File: config.mk
export PLATFORM = sky130hd
export DESIGN_NAME = keypad_debounce_autorepeat
export DESIGN_NICKNAME = d
export VERILOG_FILES = /design/src/kda_pkg.sv /design/src/kda_ram.sv /design/src/kda_key_unit.sv /design/src/keypad_debounce_autorepeat.sv
export SDC_FILE = /design/constraint.sdc
export NUM_CORES = 1
export LEC_CHECK = 0
export ABC_AREA = 1
export BUFFER_PORTS_ARGS = -buffer_cell sky130_fd_sc_hd__buf_4
export CAP_MARGIN = 20
export CORE_MARGIN = 1
export CORE_UTILIZATION = 25
export CTS_CLUSTER_SIZE = 16
export DETAILED_ROUTE_END_ITERATION = 10
export GPL_ROUTABILITY_DRIVEN = 0
export PLACE_DENSITY_LB_ADDON = 0.05
export SYNTH_ARGS = -nofsm -noshare
export SYNTH_HDL_FRONTEND = slang
export SYNTH_SLANG_ARGS = --single-unit
File: constraint.sdc
create_clock -name clk -period 3.4 [get_ports clk]
set_input_delay 0.17 -clock clk [delete_from_list [all_inputs] [get_ports clk]]
set_output_delay 0.17 -clock clk [all_outputs]
set_load 0.05 [all_outputs]
File: src/kda_pkg.sv
// Shared constants, types and register codes of the keypad debounce block.
`timescale 1ns / 1ps

package kda_pkg;

	localparam int NUM_KEYS       = 7;
	localparam int FILTER_SAMPLES = 8;

	localparam int KEY_W  = (NUM_KEYS > 1) ? $clog2(NUM_KEYS) : 1;
	localparam int FC_W   = (FILTER_SAMPLES > 1) ? $clog2(FILTER_SAMPLES) : 1;
	localparam int CNT_W  = 16;
	localparam int CFG_IDX_W = 2;
	localparam int CFG_DATA_W = 16;

	localparam logic [FC_W-1:0]  FILTER_TOP = FC_W'(FILTER_SAMPLES - 1);
	localparam logic [KEY_W-1:0] LAST_KEY   = KEY_W'(NUM_KEYS - 1);

	typedef enum logic [CFG_IDX_W-1:0] {
		REG_FIRST_DELAY = 2'd0,
		REG_INTERVAL    = 2'd1,
		REG_ENABLE_MASK = 2'd2
	} cfg_reg_t;

	// Per-key state word held in the state RAM.
	typedef struct packed {
		logic             level;
		logic [FC_W-1:0]  filter;
		logic [CNT_W-1:0] hold;
		logic [CNT_W-1:0] rep;
	} entry_t;

	localparam int ENTRY_W = $bits(entry_t);

endpackage

File: src/kda_ram.sv
// Generic single-port-write, registered-read RAM.
`timescale 1ns / 1ps

module kda_ram #(
	parameter int WIDTH = 8,
	parameter int DEPTH = 8,
	localparam int AW = (DEPTH > 1) ? $clog2(DEPTH) : 1
) (
	input  logic             clk,
	input  logic             wr_en,
	input  logic [AW-1:0]    wr_addr,
	input  logic [WIDTH-1:0] wr_data,
	input  logic             rd_en,
	input  logic [AW-1:0]    rd_addr,
	output logic [WIDTH-1:0] rd_data
);

	logic [WIDTH-1:0] mem [DEPTH];

	always_ff @(posedge clk) begin
		if (wr_en) begin
			mem[wr_addr] <= wr_data;
		end
		if (rd_en) begin
			rd_data <= mem[rd_addr];
		end
	end

endmodule

File: src/kda_key_unit.sv
// Per-key update: integrating filter, press edge and auto-repeat counters.
`timescale 1ns / 1ps

module kda_key_unit (
	input  kda_pkg::entry_t                cur,
	input  logic                           raw_bit,
	input  logic                           rep_en,
	input  logic [kda_pkg::CNT_W-1:0]      first_delay,
	input  logic [kda_pkg::CNT_W-1:0]      interval,
	output kda_pkg::entry_t                nxt,
	output logic                           event_bit
);

	always_comb begin
		nxt = cur;
		// integrate the raw sample, saturate at both ends
		if (raw_bit) begin
			if (cur.filter < kda_pkg::FILTER_TOP) begin
				nxt.filter = cur.filter + 1'b1;
			end else begin
				nxt.level = 1'b1;
			end
		end else begin
			if (cur.filter != '0) begin
				nxt.filter = cur.filter - 1'b1;
			end else begin
				nxt.level = 1'b0;
			end
		end

		event_bit = !cur.level && nxt.level;

		if (rep_en) begin
			if (nxt.level) begin
				if (cur.hold < first_delay) begin
					nxt.hold = cur.hold + 1'b1;
				end else if (cur.rep < interval) begin
					nxt.rep = cur.rep + 1'b1;
				end else begin
					event_bit = 1'b1;
					nxt.rep   = '0;
				end
			end else begin
				nxt.hold = '0;
				nxt.rep  = '0;
			end
		end
	end

endmodule

File: src/keypad_debounce_autorepeat.sv
// Top level of the keypad debounce and auto-repeat block.
`timescale 1ns / 1ps

// Keypad debounce with auto-repeat. Each raw_keys word is one sampling tick;
// every tick returns one result word with the key events (press edges and
// auto-repeat events) and the filtered key levels. All per-key state
// (filter count, debounced level, hold and repeat counters) lives in one
// small state RAM with a registered read. A sequencer walks the keys one
// per cycle unless the pipeline holds: read the entry, update it, write it
// back. Each tick uses the single RAM read port once per key, and ticks
// follow each other without gaps. The result sits in an output register,
// so the next tick is processed while a result waits; only when a second
// result is ready and the first has not been taken does the pipeline hold.
// Per-entry valid bits stand in for a reset of the RAM, so there is no
// clearing pass. Configuration: index 0 first repeat delay, 1 repeat
// interval, 2 repeat enable mask; other indexes are dropped.
// The configuration port is always ready; write it only while idle.
module keypad_debounce_autorepeat (
	input  logic                                  clk,
	input  logic                                  arst_n,
	// configuration write channel
	input  logic                                  cfg_valid,
	output logic                                  cfg_ready,
	input  logic [kda_pkg::CFG_IDX_W-1:0]         cfg_index,
	input  logic [kda_pkg::CFG_DATA_W-1:0]        cfg_data,
	// tick input channel
	input  logic                                  raw_valid,
	output logic                                  raw_ready,
	input  logic [kda_pkg::NUM_KEYS-1:0]          raw_keys,
	// result channel
	output logic                                  res_valid,
	input  logic                                  res_ready,
	output logic [kda_pkg::NUM_KEYS-1:0]          key_events,
	output logic [kda_pkg::NUM_KEYS-1:0]          debounced_keys
);

	localparam int NK = kda_pkg::NUM_KEYS;
	localparam int KW = kda_pkg::KEY_W;

	// configuration registers
	logic [kda_pkg::CNT_W-1:0] first_delay_q;
	logic [kda_pkg::CNT_W-1:0] interval_q;
	logic [NK-1:0]             enable_mask_q;

	// sequencer
	logic          busy_q;
	logic [KW-1:0] key_q;
	logic [NK-1:0] raw_q;
	logic          issue;
	logic          last_issue;
	logic          stall;
	logic          raw_take;

	// update stage
	logic          valid_s1;
	logic [KW-1:0] key_s1;
	logic          raw_s1;
	logic          vld_s1;
	logic          fwd_hit_s1;
	kda_pkg::entry_t fwd_data_s1;

	// state RAM ports
	logic          wr_en;
	logic [kda_pkg::ENTRY_W-1:0] rd_word;
	kda_pkg::entry_t cur_entry;
	kda_pkg::entry_t nxt_entry;
	logic          event_bit;
	logic [NK-1:0] entry_valid_q;

	// accumulators for the tick in flight
	logic [NK-1:0] acc_ev_q;
	logic [NK-1:0] acc_lv_q;
	logic [NK-1:0] acc_ev_next;
	logic [NK-1:0] acc_lv_next;
	logic [NK-1:0] key_bit;

	logic          res_valid_q;
	logic [NK-1:0] key_events_q;
	logic [NK-1:0] debounced_q;

	assign cfg_ready = 1'b1;

	always_ff @(posedge clk or negedge arst_n) begin
		if (!arst_n) begin
			first_delay_q <= '0;
			interval_q    <= '0;
			enable_mask_q <= '0;
		end else if (cfg_valid) begin
			case (cfg_index)
				kda_pkg::REG_FIRST_DELAY: first_delay_q <= cfg_data;
				kda_pkg::REG_INTERVAL:    interval_q    <= cfg_data;
				kda_pkg::REG_ENABLE_MASK: enable_mask_q <= cfg_data[NK-1:0];
				default: ;
			endcase
		end
	end

	// Hold everything when a finished word cannot be handed to the output.
	assign stall      = valid_s1 && (key_s1 == kda_pkg::LAST_KEY) &&
	                    res_valid_q && !res_ready;
	assign issue      = busy_q && !stall;
	assign last_issue = issue && (key_q == kda_pkg::LAST_KEY);
	assign raw_ready  = !busy_q || last_issue;
	assign raw_take   = raw_valid && raw_ready;

	always_ff @(posedge clk or negedge arst_n) begin
		if (!arst_n) begin
			busy_q <= 1'b0;
			key_q  <= '0;
		end else begin
			if (raw_take) begin
				busy_q <= 1'b1;
				key_q  <= '0;
			end else if (last_issue) begin
				busy_q <= 1'b0;
				key_q  <= '0;
			end else if (issue) begin
				key_q <= key_q + 1'b1;
			end
		end
	end

	always_ff @(posedge clk) begin
		if (raw_take) begin
			raw_q <= raw_keys;
		end
	end

	// Advance the read into the update stage.
	always_ff @(posedge clk or negedge arst_n) begin
		if (!arst_n) begin
			valid_s1 <= 1'b0;
		end else if (!stall) begin
			valid_s1 <= issue;
		end
	end

	always_ff @(posedge clk) begin
		if (issue) begin
			key_s1      <= key_q;
			raw_s1      <= raw_q[key_q];
			vld_s1      <= entry_valid_q[key_q];
			// the entry being written now is not yet seen by the RAM read
			fwd_hit_s1  <= wr_en && (key_s1 == key_q);
			fwd_data_s1 <= nxt_entry;
		end
	end

	kda_ram #(
		.WIDTH (kda_pkg::ENTRY_W),
		.DEPTH (NK)
	) u_state_ram (
		.clk     (clk),
		.wr_en   (wr_en),
		.wr_addr (key_s1),
		.wr_data (nxt_entry),
		.rd_en   (issue),
		.rd_addr (key_q),
		.rd_data (rd_word)
	);

	// Pick forwarded data, else RAM data; a never-written entry reads as zero.
	always_comb begin
		if (fwd_hit_s1) begin
			cur_entry = fwd_data_s1;
		end else if (vld_s1) begin
			cur_entry = kda_pkg::entry_t'(rd_word);
		end else begin
			cur_entry = '0;
		end
	end

	kda_key_unit u_key_unit (
		.cur         (cur_entry),
		.raw_bit     (raw_s1),
		.rep_en      (enable_mask_q[key_s1]),
		.first_delay (first_delay_q),
		.interval    (interval_q),
		.nxt         (nxt_entry),
		.event_bit   (event_bit)
	);

	assign wr_en = valid_s1 && !stall;

	always_ff @(posedge clk or negedge arst_n) begin
		if (!arst_n) begin
			entry_valid_q <= '0;
		end else if (wr_en) begin
			entry_valid_q[key_s1] <= 1'b1;
		end
	end

	// Collect this key's bits into the word of the tick.
	always_comb begin
		key_bit = '0;
		key_bit[key_s1] = 1'b1;
		if (key_s1 == '0) begin
			acc_ev_next = '0;
			acc_lv_next = '0;
		end else begin
			acc_ev_next = acc_ev_q;
			acc_lv_next = acc_lv_q;
		end
		if (event_bit) begin
			acc_ev_next = acc_ev_next | key_bit;
		end
		if (nxt_entry.level) begin
			acc_lv_next = acc_lv_next | key_bit;
		end
	end

	always_ff @(posedge clk) begin
		if (wr_en) begin
			acc_ev_q <= acc_ev_next;
			acc_lv_q <= acc_lv_next;
		end
	end

	// Output register: load the finished word, drop valid once taken.
	always_ff @(posedge clk or negedge arst_n) begin
		if (!arst_n) begin
			res_valid_q <= 1'b0;
		end else if (wr_en && (key_s1 == kda_pkg::LAST_KEY)) begin
			res_valid_q <= 1'b1;
		end else if (res_ready) begin
			res_valid_q <= 1'b0;
		end
	end

	always_ff @(posedge clk) begin
		if (wr_en && (key_s1 == kda_pkg::LAST_KEY)) begin
			key_events_q <= acc_ev_next;
			debounced_q  <= acc_lv_next;
		end
	end

	assign res_valid      = res_valid_q;
	assign key_events     = key_events_q;
	assign debounced_keys = debounced_q;

endmodule

Yosys cells after proc, flatten, opt, wreduce, memory -nomap -nowiden:

Memory sizes are Yosys's and may differ from the RTL's. A register that Yosys moved wholly into a read port is not among the register bits.
Cells that the tools add are included.

* register bits: 129
* bits in latches: 0
* RAM bits: 252
* bits in read-only memories: 0
* bits of input ports: 30
* output and inout bits: 17
* word-level logic and storage cells: 103
* memories kept: 1

* $add $sub $neg: 5
* multipliers: 0
* div/mod/pow operators: 0
* $lt $le $gt $ge: 6
* equality and inequality tests: 5
* shift operators: 0
* muxes and demuxes: 37
* bitwise gates (word level): 3
* reductions and logical operators: 25

Memory list
* u_state_ram.mem: depth 7, width 36, read ports 1, clocked after Yosys merged registers in 1, write ports 1, line kda_ram.sv:18 `logic [WIDTH-1:0] mem [DEPTH];`

Operators with widths (count)
* $mux 36: 2
* $mux 32: 2
* $mux 16: 3
* $add 16x1->16 const B: 2
* $lt 16x16->1: 2
* $mux 7: 4
* $or 7x7->7: 3
* $mux 1: 16
* $mux 3: 5
* $logic_and 1x1->1: 11
* $bmux 1 s3: 3
* $lt 3x4->1 const B: 2
* $add 3x1->3 const B: 2
* $eq 3x3->1 const B: 2
* $reduce_and 2->1: 3
* $reduce_bool 3->1: 2
* $logic_not 1->1: 4
* $mux 4: 1
* $reduce_bool 2->1: 2
* $demux 1 s3: 1
* $eq 3x3->1: 1
* $ge 3x1->1 const B: 1
* $logic_not 3->1: 1
* $lt 3x3->1 const B: 1
* other kinds (5): 5

Longest topological paths before layout:

Gate-level depths: netlist of the first run.

* word-level depth: 11
* gate-level depth with buffers: 21
* depth with buffers taken out: 18

By module:

Synthesis of the first run repeated with hierarchy kept, for this count alone.

* cell total of the unflattened synthesis: 1980
* area total of the unflattened synthesis: 19479.9 µm²

By module, submodules not included
* kda_ram: times used 1, cells each 1004, area each 11690.0 µm², seq. area each 8648.3 µm²
* keypad_debounce_autorepeat: times used 1, cells each 498, area each 5328.9 µm², seq. area each 3613.5 µm²
* kda_key_unit: times used 1, cells each 478, area each 2461.1 µm², seq. area each 0.0 µm²

Worst setup path after synthesis of the first run:

No wires, ideal clock.

* path type: register to register
* start: reg vld_s1
* end: reg fwd_data_s1[1] in the netlist's numbering (data pin)
* library setup time: 0.265 ns
* data arrival time: 2.921 ns
* data required time: 3.135 ns
* path slack: 0.214 ns
* stages on the path, launching flop included: 16
* buffers on the path: 3
* clock period less this slack: 3.186 ns
* path through: edfxtp_1 > buf_4 > inv_1 > nor2_2 > buf_4 > a21boi_0 > inv_1 > ha_1 > a21oi_1 > o21ai_0 > nor2_1 > nand2_1 > buf_6 > nand2_1 > nand2_2 > o21ai_0

RTL lines
* from (decl): line keypad_debounce_autorepeat.sv:58 `logic vld_s1;`
* from (signal assigned): line keypad_debounce_autorepeat.sv:142 `vld_s1 <= entry_valid_q[key_q];`
* to (signal assigned): line keypad_debounce_autorepeat.sv:145 `fwd_data_s1 <= nxt_entry;`
* to (decl): line keypad_debounce_autorepeat.sv:60 `kda_pkg::entry_t fwd_data_s1;`

==> flow_summary_export.csv, run 1 <==
group,metric,value,unit
cells_and_area,finalNetCount,1936,
cells_and_area,drive_above_1_share,13.25,%
power,switching_share,39.50,%
sta,setup_tns,0,ns
cts,clkLatencyLatePin,0.59,ns
cells_and_area,finalInstanceArea,22560,um^2
floorplanning,ios,47,
cts,clock-root-buffer,"clkbuf_16",
floorplanning,die-area,74850,um^2
power,p_sw,10020,uW
cts,numCtsBuffers,51,
synth,synth_compound_area_share,9.737,%
floorplanning,start_util,25.27,%
cts,path_clk_slew,0.06,ns
power,comb_power_share,40.6,%
sta,max-slew-margin-rel,40.82,%
global_route,grt_pass1_vias,12820,
synth,synth_ff_type,"edfxtp_1",
critical_path,ff2ff_path_depth,14,
sta,finalCriticalPeriod,3.097,ns
synth,synth_area,18440,um^2
flow_run,maxCapViolations,0,
min_path,worstHoldStart,"cfg_index[1]",
cts,cts_tree,"yes",
critical_path,crit_top_cell,"nand2_1",
sta,slew_viol_final,0,
critical_path,max_stage_delay,0.45,ns
power,vdd_ir_drop_max,0.4735,mV
sta,holdWs,0.01703,ns
power,power.internal,15350,uW
synth,synthSimpleGateAreaFrac,15.62,%
sta,setup_viol,0,
critical_path,r2r-end,"fwd_data_s1[10]",
synth,netlist_instances,1735,
sta,finClkSkew,0.02376,ns
placed_design,post-place-ws,0.1642,ns
synth,synth_nets,1803,
placed_design,placed_cell_area,20520,um^2
synth,synth-async-reset-ratio,12.47,%
critical_path,crit_path_end_kind,"register",
critical_path,crit_type,"reg2reg",
synth,syn_avg_cell_area,10.63,um^2
sta,hold_viol,0,
routing,routedWlPerCell,19.45,um
routing,drtPass1Iterations,5,
cts,postCtsSetupBuffers,0,
synth,ys_seq_elements,417,
cells_and_area,final_util,30.92,%
floorplanning,die_h,273.6,um
global_route,grt_overflow_total,0,
critical_path,crit_arrival,3.42,ns
power,power_frac_clock,22.1,%
sta,setup_ws,0.3030,ns
power,leakagePower,0.008917,uW
routing,drcViolationCount,0,
placed_design,hpwl,35980,um
critical_path,cp_data_required_time,3.72,ns
critical_path,worstPathMaxFanout,24,
synth,yosysUniqueCellTypes,46,
sta,fmax,0.3229,GHz
cts,cts.htree.levels,2,
global_route,grt_use_total,15.18,%
synth,synth_fa_ha_area_share,2.578,%
min_path,min_path_cells,4,
critical_path,cp_cell_sequence,"buf_12, inv_2, buf_12, nand3_1, nand2_1, ha_1, inv_1, nor3_2, nand2_1, nor4_2, nand3_1, nand2_1, o21ai_1, buf_4",
global_route,antenna_found_initial,2,
routing,num_vias,12700,
global_route,grt_max_degree,62,
synth,synth_warnings,0,
placed_design,port_buffers,45,
synth,synth_top_family_by_area,"simple AND/OR/NAND/NOR gates",
cts,clockBufferDepth,3,
power,p_per_area,1125,nW/um^2
critical_path,slowest_stage,"edfxtp_1",
synth,synthMuxAreaShare,0.05428,%
critical_path,reg2reg_from,"fwd_hit_s1",
sta,rsz0062_at_grt,"false",
critical_path,worstSetupPathDepth,14,
floorplanning,rows,99,
power,seqPwrFrac,37.3,%
cts,clock-sinks,417,
sta,fin_crit_sh,91.09,%
run_status,outcome,"finished clean",
min_path,hold_class,"in2reg",
synth,synth_xor_area_share,0.5700,%
sta,worst_slew_pin_slew,0.8785,ns
synth,ys_seq_area_share,66.49,%
routing,initialDrtViolationCount,893,
floorplanning,die_x,273.6,um
floorplanning,core_area,72960,um^2
critical_path,reg2reg_slack,0.30,ns
critical_path,path_buf_inv,5,
routing,antenna_left,0,
cells_and_area,syn_to_final_growth,22.32,%
routing,drt-total-wl,55800,um
critical_path,crit_path_start_kind,"register",
global_route,grt_pass1_wl,84660,um
routing,via_per_inst,4.428,
synth,synth_enable_flop_cells,365,
critical_path,crit_family,"simple AND/OR/NAND/NOR gates",
min_path,hold_end,"first_delay_q[7]",
## layout make-up
cell class | instances | area, um^2
Fill cell | 7474 | 50400
Sequential cell | 417 | 12270
Multi-Input combinational cell | 1090 | 5305
Timing Repair Buffer | 161 | 1501
Clock buffer | 68 | 1413
Tap cell | 959 | 1200
Inverter | 147 | 555.5
Clock inverter | 26 | 310.3
Antenna cell | 1 | 2.502
## cell usage in the layout (no fill, tap or decap), types with 7 or more instances in the layout
| cell type | Yosys | layout |
|---|---|---|
| a21oi_1 | 89 | 89 |
| inv_2 | 7 | 14 |
| o21ai_0 | 181 | 180 |
| ha_1 | 38 | 38 |
| o21ai_1 | 6 | 7 |
| bufinv_16 | 0 | 7 |
| o22ai_1 | 39 | 39 |
| clkinv_2 | 0 | 7 |
| nand4_1 | 21 | 21 |
| nand2_1 | 437 | 435 |
| xor2_1 | 11 | 11 |
| inv_1 | 139 | 131 |
| buf_12 | 0 | 17 |
| edfxtp_1 | 365 | 365 |
| nor2_1 | 142 | 138 |
| nand3_1 | 71 | 71 |
| clkbuf_16 | 0 | 53 |
| clkinv_1 | 1 | 10 |
| nand2_2 | 5 | 7 |
| clkbuf_1 | 56 | 12 |
| dfrtp_1 | 52 | 50 |
| dlygate4sd3_1 | 0 | 26 |
| buf_4 | 6 | 116 |
| nor3_1 | 10 | 10 |
## power groups by stage
| stage | clock network (uW) | logic (uW) | registers, uW |
|---|---|---|---|
| 2_1_floorplan | 0 | 5960 | 9430 |
| 3_3_place_gp | 0 | 10500 | 9600 |
| 3_5_place_dp | 0 | 10500 | 9580 |
| 4_1_cts | 5800 | 10600 | 9500 |
| 5_1_grt | 5970 | 11700 | 9660 |
| 6_report | 5600 | 10300 | 9470 |
## synth_stat cells (all sizes together) (4+ instances only)
cell type	count	area, um^2
nand2	442	1672
edfxtp	365	10960
o21ai	189	953.4
inv	146	548.0
nor2	145	565.5
a21oi	89	445.4
nand3	72	365.3
clkbuf	57	215.2
dfrtp	52	1301
o22ai	39	244.0
ha	38	475.5
buf	24	141.4
nand4	21	131.4
nor3	12	70.07
xor2	11	96.34
a21boi	4	30.03
a22oi	4	40.03
nor4	4	37.53
or2	4	25.03
## repair_timing
item                                    CTS  global route
resized for setup                         0             6
endpoints found under the setup margin    0           158
hold buffers                             26             0
hold endpoints to repair                102             0
## per-layer routing
| layer | track usage, % | wire (um) | vias up |
|---|---|---|---|
| met4 | 4.410 | 1188 | 2 |
| met2 | 23.56 | 24670 | 184 |
| met5 | 0 | 11 | - |
| met1 | 22.02 | 28100 | 6183 |
| met3 | 1.860 | 1821 | 75 |
| li1 | - | - | 6259 |
## through the flow
| stage | total power [uW] | cells |
|---|---|---|
| 6_report | 25380 | 2869 |
| 5_1_grt | 27320 | 2868 |
| 4_1_cts | 25900 | 2866 |
| 3_5_place_dp | 20120 | 2746 |
| 3_3_place_gp | 20150 | 2746 |
| 2_1_floorplan | 15400 | 1735 |
## flip-flops by register name (all words and copies together) (netlist names), 7 cells and up
register,count
acc_ev_q,7
acc_lv_q,7
debounced_keys,7
enable_mask_q,7
entry_valid_q,7
first_delay_q,16
fwd_data_s1,36
interval_q,16
key_events,7
raw_q,7
u_state_ram.mem,252
u_state_ram.rd_data,36
## worst max path at each step
stage | endpoint | start | slack (ns)
after floorplan | fwd_data_s1[1] | vld_s1 | 0.21
final | fwd_data_s1[10] | fwd_hit_s1 | 0.30
after global placement | u_state_ram.mem[1][16] | fwd_hit_s1 | 0.18
after global routing | u_state_ram.mem[1][16] | fwd_hit_s1 | 0.03
after detailed placement | acc_ev_q[2] | fwd_hit_s1 | 0.16
after CTS | key_events[2] | fwd_hit_s1 | 0.14
## worst min-delay path, cell delays in order
cell     delay [ns]
buf_4          0.09
inv_1          0.04
nand3_1        0.16
o21ai_0        0.10
## cells by family after synthesis
group / after synthesis
xor gates and xnor gates: 12
AOI/OAI and AO/OA: 336
adders and majority gates: 38
buffers and inverters: 228
other: 1
and+or+nand+nor: 702
DFF: 417
muxes: 1
(Power assumes the default switching activity.)
==> run 2: changes to the inputs <==
==> constraint.sdc (replaced) <==
create_clock -name clk -period 2.7 [get_ports clk]
set_input_delay 0.135 -clock clk [delete_from_list [all_inputs] [get_ports clk]]
set_output_delay 0.135 -clock clk [all_outputs]
set_load 0.05 [all_outputs]
==> run 2 against run 1 <==
Net effect: critical path type unchanged; the flow now finishes with violations (setup timing); highest routed layer is now met4; non-clock buffer count up 89; die area unchanged; worst hold slack better by 0.087 ns; wire length up 2.1%; sequential share of layout area down 4.3 points; via count up 2.9%; critical path depth up 3; setup slack worse by 0.42 ns; fmax up 10%; sequential cell count unchanged; register-to-register slack worse by 0.42 ns; first-iteration DRC count down 7.8%.
==> flow_summary_export.csv, run 2 (synthesized netlist as in run 1, its figures left out) <==
group,metric,value,unit
run_status,outcome,"finished with violations",
run_status,violations,"setup timing",
cts,clockBufferDepth,3,
cts,cts.htree.levels,2,
floorplanning,core_area,72960,um^2
global_route,grt_use_total,15.32,%
routing,wl_met1,28590,um
floorplanning,rows,99,
power,power.total,35700,uW
cells_and_area,drive_above_1_share,25.40,%
sta,setup_viol,254,
routing,via_per_inst,4.425,
floorplanning,ios,47,
critical_path,crit_path_end_kind,"register",
critical_path,crit_type,"reg2reg",
cts,clkLatencyLatePin,0.61,ns
power,p_per_area,1456,nW/um^2
cells_and_area,nFillCells,7279,
routing,dr_wl_met3,1528,um
routing,antenna_left,0,
routing,num_vias,13080,
sta,max-slew-margin-rel,43.99,%
floorplanning,die-area,74850,um^2
cts,numCtsBuffers,50,
power,leakagePower,0.009559,uW
placed_design,port_buffers,45,
cells_and_area,reg_top3,"u_state_ram.mem: 252 flops, fwd_data_s1: 36 flops, u_state_ram.rd_data: 36 flops",
sta,finalCriticalPeriod,2.817,ns
global_route,grt_pass1_wl,85470,um
cells_and_area,syn_to_final_growth,32.92,%
placed_design,post-place-ws,-0.3856,ns
global_route,grt_overflow_total,0,
routing,wl_met2,25650,um
routing,drtPass1Iterations,5,
global_route,antenna_found_initial,0,
cells_and_area,most-common-layout-cells,"nand2_1, edfxtp_1, buf_4, o21ai_0, nor2_1",
floorplanning,die_x,273.6,um
cells_and_area,seq_area,12270,um^2
sta,rsz0062_at_grt,"true",
cells_and_area,largest_register_ffs,252,
cells_and_area,finalNetCount,2025,
placed_design,dp_cells,2805,
floorplanning,start_util,25.27,%
placed_design,hpwl,34680,um
sta,hold_viol,0,
cells_and_area,antenna_cells,0,
cts,clock-sinks,417,
power,vdd_ir_drop_max,0.5651,mV
critical_path,cp_data_required_time,3.04,ns
flow_run,maxCapViolations,0,
sta,finClkSkew,0.03472,ns
floorplanning,die_h,273.6,um
critical_path,crit_path_start_kind,"register",
cts,cts_tree,"yes",
routing,drt-total-wl,56980,um
min_path,hold_class,"in2reg",
cells_and_area,regMostFlops,"u_state_ram.mem",
routing,initialDrtViolationCount,823,
critical_path,crit_arrival,3.16,ns
cells_and_area,instances_no_fill,2955,
routing,topRoutingLayerUsed,"met4",
sta,worst_slew_pin_slew,0.8365,ns
sta,setup_ws,-0.1165,ns
cts,clock-root-buffer,"clkbuf_16",
cts,path_clk_slew,0.06,ns
critical_path,worstPathMaxFanout,8,
cells_and_area,final_util,33.59,%
cells_and_area,layout_commonest_cell,"nand2_1",
global_route,grt_max_degree,121,
global_route,grt_pass1_vias,13100,
routing,drcViolationCount,0,
routing,routedWlPerCell,19.28,um
sta,fin_crit_sh,104.3,%
sta,slew_viol_final,0,
cells_and_area,multi_input_comb_area,6429,um^2
sta,fmax,0.3550,GHz
[run 2: final timing paths]
check	cells after the start	slack (ns)	start	endpoint
worst min-delay path	5	0.10	cfg_index[0]	interval_q[4]
worst max-delay path	17	-0.12	fwd_hit_s1	u_state_ram.mem[6][18]
worst min register to register	2	0.46	entry_valid_q[4]	entry_valid_q[4]
max in group asynchronous	2	2.02	arst_n	key_q[1]
min in group asynchronous	2	0.13	arst_n	entry_valid_q[0]
worst max register to register	17	-0.12	fwd_hit_s1	u_state_ram.mem[6][18]
[run 2: metrics by stage]
| stage | hold WS [ns] | area, um^2 | setup TNS [ns] |
|---|---|---|---|
| 2_1_floorplan | -0.1606 | 18630 | -0.03357 |
| 3_3_place_gp | 0.2547 | 21180 | -52.59 |
| 3_5_place_dp | 0.2670 | 21180 | -55.73 |
| 4_1_cts | 0.07363 | 24040 | -8.148 |
| 5_1_grt | 0.1300 | 24510 | -50.12 |
| 6_report | 0.1038 | 24510 | -13.34 |
[run 2: layout make-up]
class | count | share of cell area (%)
flip-flops and latches | 417 | 50.06
clock inverters | 28 | 1.266
clock buffers | 63 | 5.391
repair buffers | 250 | 9.837
inverters | 147 | 2.323
multi-input cells | 1091 | 26.23
well taps | 959 | 4.896
[run 2: critical path, cell delays in order (launching register included)]
cell      delay (ns)
edfxtp_1        0.42
buf_6           0.15
nor2_4          0.14
buf_8           0.17
buf_6           0.11
a21boi_4        0.05
inv_2           0.11
ha_4            0.21
a21oi_1         0.17
o21ai_2         0.10
nor2_4          0.15
buf_6           0.14
nand2_8         0.09
nor2_8          0.19
buf_6           0.14
nand3_2         0.06
nand2_2         0.09
nor2_4          0.06
[run 2: report_power, final]
group | internal [uW] | leakage [uW] | switching (uW) | total [uW]
registers | 11100 | 0.00419 | 695 | 11800
logic | 6220 | 0.00458 | 10900 | 17100
clock network | 4040 | 0.000793 | 2780 | 6830
total | 21400 | 0.00956 | 14300 | 35700
[run 2: layer usage]
layer / vias up / global-route usage [%]
met3: 76 / 2.132
met5: - / 0
met1: 6394 / 22.02
li1: 6440 / -
met4: 0 / 3.896
met2: 167 / 24.08
[run 2: timing repair]
item | CTS | global route
setup buffers | 20 | 10
hold buffers | 26 | 0
resized for setup | 164 | 75
setup endpoints to repair | 271 | 279
endpoints found under the hold margin | 102 | 0
pin swaps | 45 | 17
cloned | 3 | 2
==> run 3: changes to the inputs <==
--- a/config.mk
+++ b/config.mk
@@ -5,7 +5,6 @@
 export SDC_FILE = /design/constraint.sdc
 export NUM_CORES = 1
 export LEC_CHECK = 0
-export ABC_AREA = 1
 export BUFFER_PORTS_ARGS = -buffer_cell sky130_fd_sc_hd__buf_4
 export CAP_MARGIN = 20
 export CORE_MARGIN = 1
==> run 3 against run 2 <==
Net effect: the flow still finishes with violations (setup timing); wire length shrank 13%; clock power increased by 1%; critical path depth is 4 lower; cell count fell by 19%; largest cell class unchanged; combinational power is 11% lower.
==> flow_summary_export.csv, run 3 <==
group,metric,value,unit
run_status,outcome,"finished with violations",
run_status,violations,"setup timing",
cells_and_area,nFillCells,6921,
sta,setup_viol,278,
cts,cts_tree,"yes",
floorplanning,die-area,72140,um^2
sta,hold_viol,0,
global_route,grt_overflow_total,0,
power,vdd_ir_drop_max,0.4568,mV
synth,ys_seq_area_share,69.01,%
placed_design,dp_cells,2264,
routing,drcViolationCount,0,
synth,synth_nets,1245,
cells_and_area,antenna_cells,0,
synth,synthTopCellsByArea,"edfxtp_1, dfrtp_1, mux4_2",
placed_design,port_buffers,45,
power,p_per_area,1457,nW/um^2
cts,clock-root-buffer,"clkbuf_16",
cells_and_area,regMostFlops,"u_state_ram.mem",
critical_path,crit_arrival,3.89,ns
synth,synth_warnings,0,
sta,worst_slew_pin_slew,0.7703,ns
critical_path,worstPathMaxFanout,11,
cts,numCtsBuffers,49,
cts,clkLatencyLatePin,0.59,ns
synth,syn_avg_cell_area,15.10,um^2
sta,finClkSkew,0.02266,ns
placed_design,post-place-ws,-0.8823,ns
global_route,grt_use_total,14.05,%
floorplanning,ios,47,
sta,fin_crit_sh,130.4,%
cells_and_area,finalNetCount,1484,
sta,fmax,0.2840,GHz
routing,drtPass1Iterations,4,
global_route,antenna_found_initial,1,
global_route,grt_pass1_wl,74090,um
global_route,grt_pass1_vias,10950,
synth,netlist.area_leader.share,61.69,%
flow_run,maxCapViolations,0,
cells_and_area,layout_commonest_cell,"edfxtp_1",
sta,rsz0062_at_grt,"true",
floorplanning,die_x,268.6,um
routing,num_vias,10430,
cells_and_area,most-common-layout-cells,"edfxtp_1, buf_4, nand2_1, o21ai_0, mux2_2",
synth,synth-async-reset-ratio,12.47,%
cells_and_area,drive_above_1_share,35.58,%
synth,yosysUniqueCellTypes,57,
critical_path,crit_type,"reg2reg",
synth,synth_commonest_cells,"edfxtp_1, nand2_1, o21ai_0",
sta,setup_ws,-0.8217,ns
routing,drt-total-wl,49540,um
cells_and_area,reg_top3,"u_state_ram.mem: 252 flops, fwd_data_s1: 36 flops, u_state_ram.rd_data: 36 flops",
routing,antenna_left,0,
floorplanning,rows,97,
floorplanning,die_h,268.6,um
floorplanning,start_util,25.33,%
cells_and_area,multi_input_comb_area,5958,um^2
synth,yosysTopAreaCell,"edfxtp_1",
min_path,hold_class,"in2reg",
synth,synth_most_common_cell,"edfxtp_1",
critical_path,crit_path_end_kind,"register",
cells_and_area,seq_area,12270,um^2
cts,clockBufferDepth,3,
sta,max-slew-margin-rel,48.65,%
routing,via_per_inst,4.353,
synth,synth_ff_type,"edfxtp_1",
global_route,grt_max_degree,55,
synth,synth_area,17770,um^2
synth,synth_enable_flop_cells,365,
floorplanning,core_area,70150,um^2
cts,clock-sinks,417,
routing,initialDrtViolationCount,642,
power,leakagePower,0.008598,uW
cells_and_area,largest_register_ffs,252,
cts,cts.htree.levels,2,
cts,path_clk_slew,0.06,ns
synth,ys_seq_elements,417,
critical_path,crit_path_start_kind,"register",
critical_path,cp_data_required_time,3.07,ns
sta,finalCriticalPeriod,3.522,ns
placed_design,hpwl,31290,um
cells_and_area,syn_to_final_growth,32.53,%
cells_and_area,instances_no_fill,2396,
sta,slew_viol_final,0,
routing,routedWlPerCell,20.68,um
synth,netlist_instances,1177,
[run 3: cell types whose count changed in the layout (fill, tap and decap cells not counted), sizes merged, moves of 14 or more]
cell	previous run	this run
nand2	443	107
nor2	145	43
o21ai	189	93
inv	148	53
mux2	0	63
a21oi	89	38
nand3	72	21
mux2i	1	44
mux4	0	38
o22ai	39	3
a22o	1	22
nand4	21	7
[run 3: stage by stage]
stage	total power [uW]	setup TNS (ns)	hold WS (ns)	area, um^2	util, %
5_1_grt	36560	-204.12	0.08078	23550	33.57
2_1_floorplan	20150	-125.42	-0.1606	18280	-
3_5_place_dp	26630	-177.88	0.2696	21020	29.96
4_1_cts	34120	-181.33	0.02374	23080	32.90
6_report	34310	-155.08	0.08129	23550	33.57
3_3_place_gp	26590	-169.22	0.2689	21020	29.96
[run 3: report_power, final]
group / switching, uW / internal (uW) / leakage, uW / total (uW)
Combinational: 8550 / 6680 / 0.00363 / 15200
Sequential: 912 / 11300 / 0.00416 / 12200
Clock: 2690 / 4240 / 0.000812 / 6920
Total: 12100 / 22200 / 0.00860 / 34300
[run 3: path summary, 6_finish.rpt]
path	depth (start not counted)	from	end	slack (ns)
max in group asynchronous	2	arst_n	key_q[0]	1.97
min in group asynchronous	2	arst_n	res_valid	0.16
max reg2reg	13	vld_s1	u_state_ram.mem[1][9]	-0.82
min reg2reg	1	entry_valid_q[3]	entry_valid_q[3]	0.46
max	13	vld_s1	u_state_ram.mem[1][9]	-0.82
min	4	cfg_valid	first_delay_q[5]	0.08
[run 3: metal layers]
metal,GRT usage (%),vias up,routed length [um]
met5,0,-,0
met1,19.68,5263,24050
met3,2.082,63,1475
li1,-,4979,-
met2,22.69,124,23080
met4,3.609,0,935
[run 3: timing repair]
action | 4_1_cts | 5_1_grt
pin swaps | 3 | 22
hold buffers | 28 | 0
resized for setup | 19 | 66
buffers inserted | 1 | 12
endpoints found under the setup margin | 291 | 301
gates cloned | 0 | 0
hold endpoints to repair | 103 | 0
[run 3: layout make-up]
class,count,share of cell area [%]
Clock inverter,26,1.381
Timing Repair Buffer,244,9.723
Tap cell,940,4.994
Clock buffer,65,5.685
Inverter,51,0.8129
Sequential cell,417,52.10
Multi-Input combinational cell,653,25.30
[run 3: critical path, stage by stage (launching register included)]
cell and delay [ns]:
edfxtp_1 0.39, nor2b_4 0.16, buf_12 0.15, buf_12 0.15, a22o_4 0.22, ha_1 0.32
nand4_1 0.12, nor3_2 0.23, buf_4 0.16, o31ai_4 0.08, and2_4 0.18, or4_4 0.45
or3b_4 0.42, mux2i_4 0.27
[run 3: cell families after synthesis]
kind of cell | count (synthesis) | synth area share, %
other | 1 | 0.02111
XOR/XNOR | 12 | 0.5916
adder cells (fa/ha/maj) | 38 | 2.676
buffers and inverters | 107 | 2.429
flip-flops | 417 | 69.01
multiplexers | 145 | 11.29
AND/OR/NAND/NOR | 258 | 7.154
AO/OA/AOI/OAI | 199 | 6.830
